`config.mk`:
```
export PLATFORM = sky130hd
export DESIGN_NAME = shboq_ram
export DESIGN_NICKNAME = d
export VERILOG_FILES = /design/src/rtl/spatial_hash_bucket_occupancy_query_assert.svh /design/src/rtl/shboq_ram.sv
export SDC_FILE = /design/constraint.sdc
export NUM_CORES = 2
export LEC_CHECK = 0
export BUFFER_PORTS_ARGS = -buffer_cell sky130_fd_sc_hd__buf_2
export CORE_AREA = 4 4 631 633
export CTS_BUF_LIST = sky130_fd_sc_hd__clkbuf_8
export CTS_CLUSTER_DIAMETER = 150
export DETAILED_ROUTE_END_ITERATION = 6
export DIE_AREA = 0 0 635 637
export PLACE_DENSITY = 0.58
export SLEW_MARGIN = 20
export SYNTH_ARGS = -nofsm -noshare
export SYNTH_HDL_FRONTEND = slang
export SYNTH_SLANG_ARGS = --single-unit
export TNS_END_PERCENT = 50
```
`constraint.sdc`:
```
create_clock -name clk -period 6.6 [get_ports clk]
set_input_delay 1.32 -clock clk [delete_from_list [all_inputs] [get_ports clk]]
set_output_delay 1.32 -clock clk [all_outputs]
set_load 0.03 [all_outputs]
```
`src/rtl/spatial_hash_bucket_occupancy_query_assert.svh`:
```
// ----------------------------------------------------------------------------
// Spatial hash bucket occupancy query: assertion macros
// Shared concurrent assertion forms, clocked on clk and disabled in reset.
// ----------------------------------------------------------------------------
`ifndef SPATIAL_HASH_BUCKET_OCCUPANCY_QUERY_ASSERT_SVH
`define SPATIAL_HASH_BUCKET_OCCUPANCY_QUERY_ASSERT_SVH

// same-cycle implication
`define SHBOQ_ASSERT_NOW(lbl, ante, cons, msg) \
  lbl: assert property (@(posedge clk) disable iff (rst) (ante) |-> (cons)) \
    else $error(msg);

// next-cycle implication
`define SHBOQ_ASSERT_NEXT(lbl, ante, cons, msg) \
  lbl: assert property (@(posedge clk) disable iff (rst) (ante) |=> (cons)) \
    else $error(msg);

`endif

```
`src/rtl/shboq_ram.sv`:
```
// ----------------------------------------------------------------------------
// Spatial hash bucket occupancy query: RAM
// One write port, one read port with registered read data.
// ----------------------------------------------------------------------------
module shboq_ram #(
  parameter int ADDR_W = 6,
  parameter int DATA_W = 64
) (
  input  logic              clk,
  input  logic              we,
  input  logic [ADDR_W-1:0] waddr,
  input  logic [DATA_W-1:0] wdata,
  input  logic [ADDR_W-1:0] raddr,
  output logic [DATA_W-1:0] rdata
);

  localparam int DEPTH = 2 ** ADDR_W;

  logic [DATA_W-1:0] mem [DEPTH];

  always_ff @(posedge clk) begin
    if (we) begin
      mem[waddr] <= wdata;
    end
  end

  always_ff @(posedge clk) begin
    rdata <= mem[raddr];
  end

endmodule

```
# ---- Word-level counts from Yosys, hierarchy flattened
# Memory sizes are Yosys's and may differ from the RTL's. A register that Yosys moved wholly into a read port is not among the register bits.
# Index checks and enable logic that the tools add are counted.
# W data, S select, Z words.
dict set report word_totals {
  register_bits 0
  ramBits 4096
  in_bits 78
  output_inout_bits 64
  wordCells 3
  mem_count 1
}
# name words width rd rd_clocked_by_memory_dff write_ports line_no
set mem_list {}
lappend mem_list {mem 64 64 1 1 1 shboq_ram.sv:19} ;# logic [DATA_W-1:0] mem [DEPTH];
dict set report op_classes {
  muxes 2
}
# operator count
set ops {}
lappend ops {{$mux W1} 2}

# ---- Depth between registers and ports, before layout
dict set report depth {
  depth_word 2
  depth_mapped 9
  mapped_depth_nobuf 5
}

# ---- Worst setup path after synthesis
# No wires, ideal clock.
dict set report synth_path {
  kind {input-to-reg}
  startpoint {input port waddr[3]}
  endpoint {memory mem[48][0] (enable)}
  setup_ns 0.564
  arrival_time_ns 6.192
  required_ns 6.036
  setup_slack_ns -0.156
  path_stages 4
  n_path_buf 1
  path_cell_list {clkbuf_1 > nor2b_1 > nand4b_1 > nor3_1}
}
# item line_no
set synth_lines {}
lappend synth_lines {{start, declared} shboq_ram.sv:11} ;# input logic [ADDR_W-1:0] waddr,
lappend synth_lines {{end, declared} shboq_ram.sv:19}
# No word-level cell before the write port.

==> summary.txt <==
Run status
  – Status: finished, final reports clean

Finish
  – Final core occ: 0.453
  – Fillers: around 33000
  – Reg area: approximately 120000 um2
  – Layout cells sized above 1: 0.298
  – Multi-input logic area: 30800 um2
  – Area grow syn2layout: 13.5%
  – NumNets Final: 7344

Synthesis
  – EDFF count, synth: 4096
  – Distinct cells, synth: 33
  – Top cell type's share of synthesized area: 0.787
  – Syn Area/Cell: 23.7 um2
  – Net count after synthesis: between 6000 and 7000
  – Post-synth top area cell: edfxtp_1
  – Synth top area cells: edfxtp_1 (79%), mux4_2 (15%), mux2i_1 (0.86%)
  – Post-Syn Instances: 6598
  – Synth warn: 0
  – #FFs+latches synth: between 4000 and 5000
  – Top FF cell, synth: edfxtp_1
  – Post-synthesis sequential area ratio: 0.795
  – Fraction of registers with async set or reset after synthesis: 0
  – Most common cell in the netlist: edfxtp_1
  – Top cells by count, synth: edfxtp_1 (4096), mux4_2 (1024), buf_2 (170), a22oi_1 (168), clkbuf_1 (140)
  – Synth Cell Area: 156000 um2

GRT
  – Tot GR Track Use: 0.219
  – Number of global-route vias before repair: 78661
  – Largest net degree at the start of global routing: 113
  – Initial antenna violation count: 37
  – Overflow after GRT: 0
  – Global-route wire length before repair: 627000 um

Critical path
  – Worst EP required: 7.61 ns
  – Setup CP Type: primary input to flip-flop
  – Crit path launch type: primary input
  – Crit-path max cell delay: ~0.9 ns
  – Crit-path slowest cell: nand2_1
  – CP Capture Type: flip-flop
  – Worst Path Max Fanout: 65
  – Worst path arrival time: 4.64 ns
  – Critical-path cell list: buf_8 -> nand2_1 -> buf_4 -> a2bb2oi_1 -> a31oi_1 -> a211oi_1

Clock network
  – CTS Buffer Depth: 4
  – Hold buffers post-CTS: 0
  – Clk slew on worst S/H paths: 0.06 ns
  – Post-CTS sizing: 0
  – CTS Buf Count: 652
  – CTS tree: done
  – Clock Latency Late Sink: about 1.2 ns
  – Setup bufs post-CTS: 0
  – CTS root buffer: clkbuf_8
  – H-tree depth: 6
  – Clock sinks: between 4000 and 5000

STA
  – Fin. max-slew vios: 0
  – Worst Skew: 0.0696 ns
  – Slew margin rel.: 0.215
  – FMAX: between 0.2 and 0.3 GHz
  – Worst-Margin Slew: 1.17 ns
  – Final Cycle Share: 0.549
  – Post-route worst setup slack: 2.97 ns
  – Fin crit period: 3.63 ns
  – RSZ-0062 raised after global routing: no
  – Hold Vio Cnt, Final: 0
  – # setup viols final: 0

Route
  – Final WL: 450000 um
  – Average wire per standard cell: 34.5 um
  – Router iterations before antenna repair: 5
  – Post-route DRC: 0
  – Routed via count: 76933
  – Final ANT Viol Nets: 0
  – DR iter-0 viols: 9581
  – Vias/cell: 5.90

Power
  – Maximum vdd drop: 0.000215 V
  – Leak pwr: approximately 0.056 uW
  – PwrDens: 294 nW/um2
  – Total power draw: 52300 uW

Floorplan
  – FP Rows: 230
  – Initial Utilization: 0.399
  – Die Wd: 635 um
  – Die H: approximately 640 um
  – Top Ports: 142
  – Core area: 392000 um2
  – Die area: around 400000 um2

Placement
  – RePlAce Congestion: between 0.7 and 0.8
  – Detail Placement HPWL: 239000 um
  – PortBufs: 141
  – Setup WS pre-CTS: 1.85 ns

Worst hold path
  – Min-delay worst type: primary input to flip-flop

Run
  – Max-cap violations: 0
stage by stage:
step	std cells	setup TNS, ns	instance area [um2]	hold WS (ns)
final	13039	0	178000	0.594
after global routing	13031	0	177000	0.504
after CTS	13020	0	177000	0.645
after detailed placement	11828	0	165000	0.833
after global placement	11823	0	165000	0.827
after floorplan	6598	-9.59	156000	0.788
power breakdown:
part | switching, uW | leakage, uW | internal (uW)
Clock | 10300 | 0.00708 | 9960
Combinational | 1690 | 0.0114 | 931
Sequential | 148 | 0.0374 | 29300
cells in the final DEF, fill, tap and decap left out, types with 4 or more instances in the layout:
cell type   instances
or3_1              29
edfxtp_1         4096
nand2_1            55
nor2_4             65
or2_2              28
nor2b_4             4
buf_4             191
o221ai_1           38
a31oi_1            18
a22oi_1           168
nand2b_1            8
dfxtp_1            64
and3_1             64
mux4_2           1024
a211oi_1           63
o22ai_1            83
nor2_1             47
clkinv_2           58
nand3_1            45
a22o_1             88
clkbuf_8          685
inv_12             16
buf_12             84
inv_1             262
clkinv_8           10
mux2i_1           135
a2bb2oi_1          19
clkinv_1          143
bufinv_16           5
inv_6               7
diode_2            15
clkinvlp_4          5
inv_8              18
buf_2             105
a41oi_1            26
nor2b_1            24
worst paths after layout:
| path | to | depth (start not counted) | startpoint | slack, ns |
|---|---|---|---|---|
| worst max-delay path | rdata[1] | 6 | raddr[1] | 2.97 |
| worst min-delay path | mem[53][1] | 1 | wdata[1] | 0.59 |
| worst max register to register | rdata[32] | 5 | mem[11][32] | 4.41 |
| worst min register to register | rdata[48] | 4 | mem[38][48] | 0.83 |
cell type report:
type	instances	share of cell area
repair buffers	384	0.0210
multi-input cells	2049	0.173
clock inverters	507	0.0149
diodes	15	0.000211
flip-flops and latches	4160	0.700
clock buffers	685	0.0531
well taps	5220	0.0368
inverters	19	0.000402
per-layer routing:
| layer | wire length, um | share of wire | global-route usage | vias up |
|---|---|---|---|---|
| met1 | 180000 | 0.40 | 0.302 | 42439 |
| met3 | 36000 | 0.080 | 0.0383 | 787 |
| met5 | 18 | 0.000040 | 0 | - |
| li1 | - | - | - | 29997 |
| met4 | 15300 | 0.034 | 0.0715 | 4 |
| met2 | 220000 | 0.49 | 0.357 | 3706 |
state kept, by name, indices dropped and copies added (netlist names):
signal and flops:
rdata 64, mem 4096
critical path, delay by kind of cell:
kind	cells	cell delay, ns
AO/OA/AOI/OAI	3	1.03
buffers and inverters	2	1.11
AND/OR/NAND/NOR	1	0.90
cell families (layout without fill, tap and decap cells):
family	after synthesis	in the layout	share of synthesized area
mux	1159	1159	0.156
buf+inv	389	1595	0.0118
compound gates	504	504	0.0248
other cells	0	15	0
flops	4160	4160	0.795
simple gates	386	386	0.0124
Power figures use the tool's default switching activity.
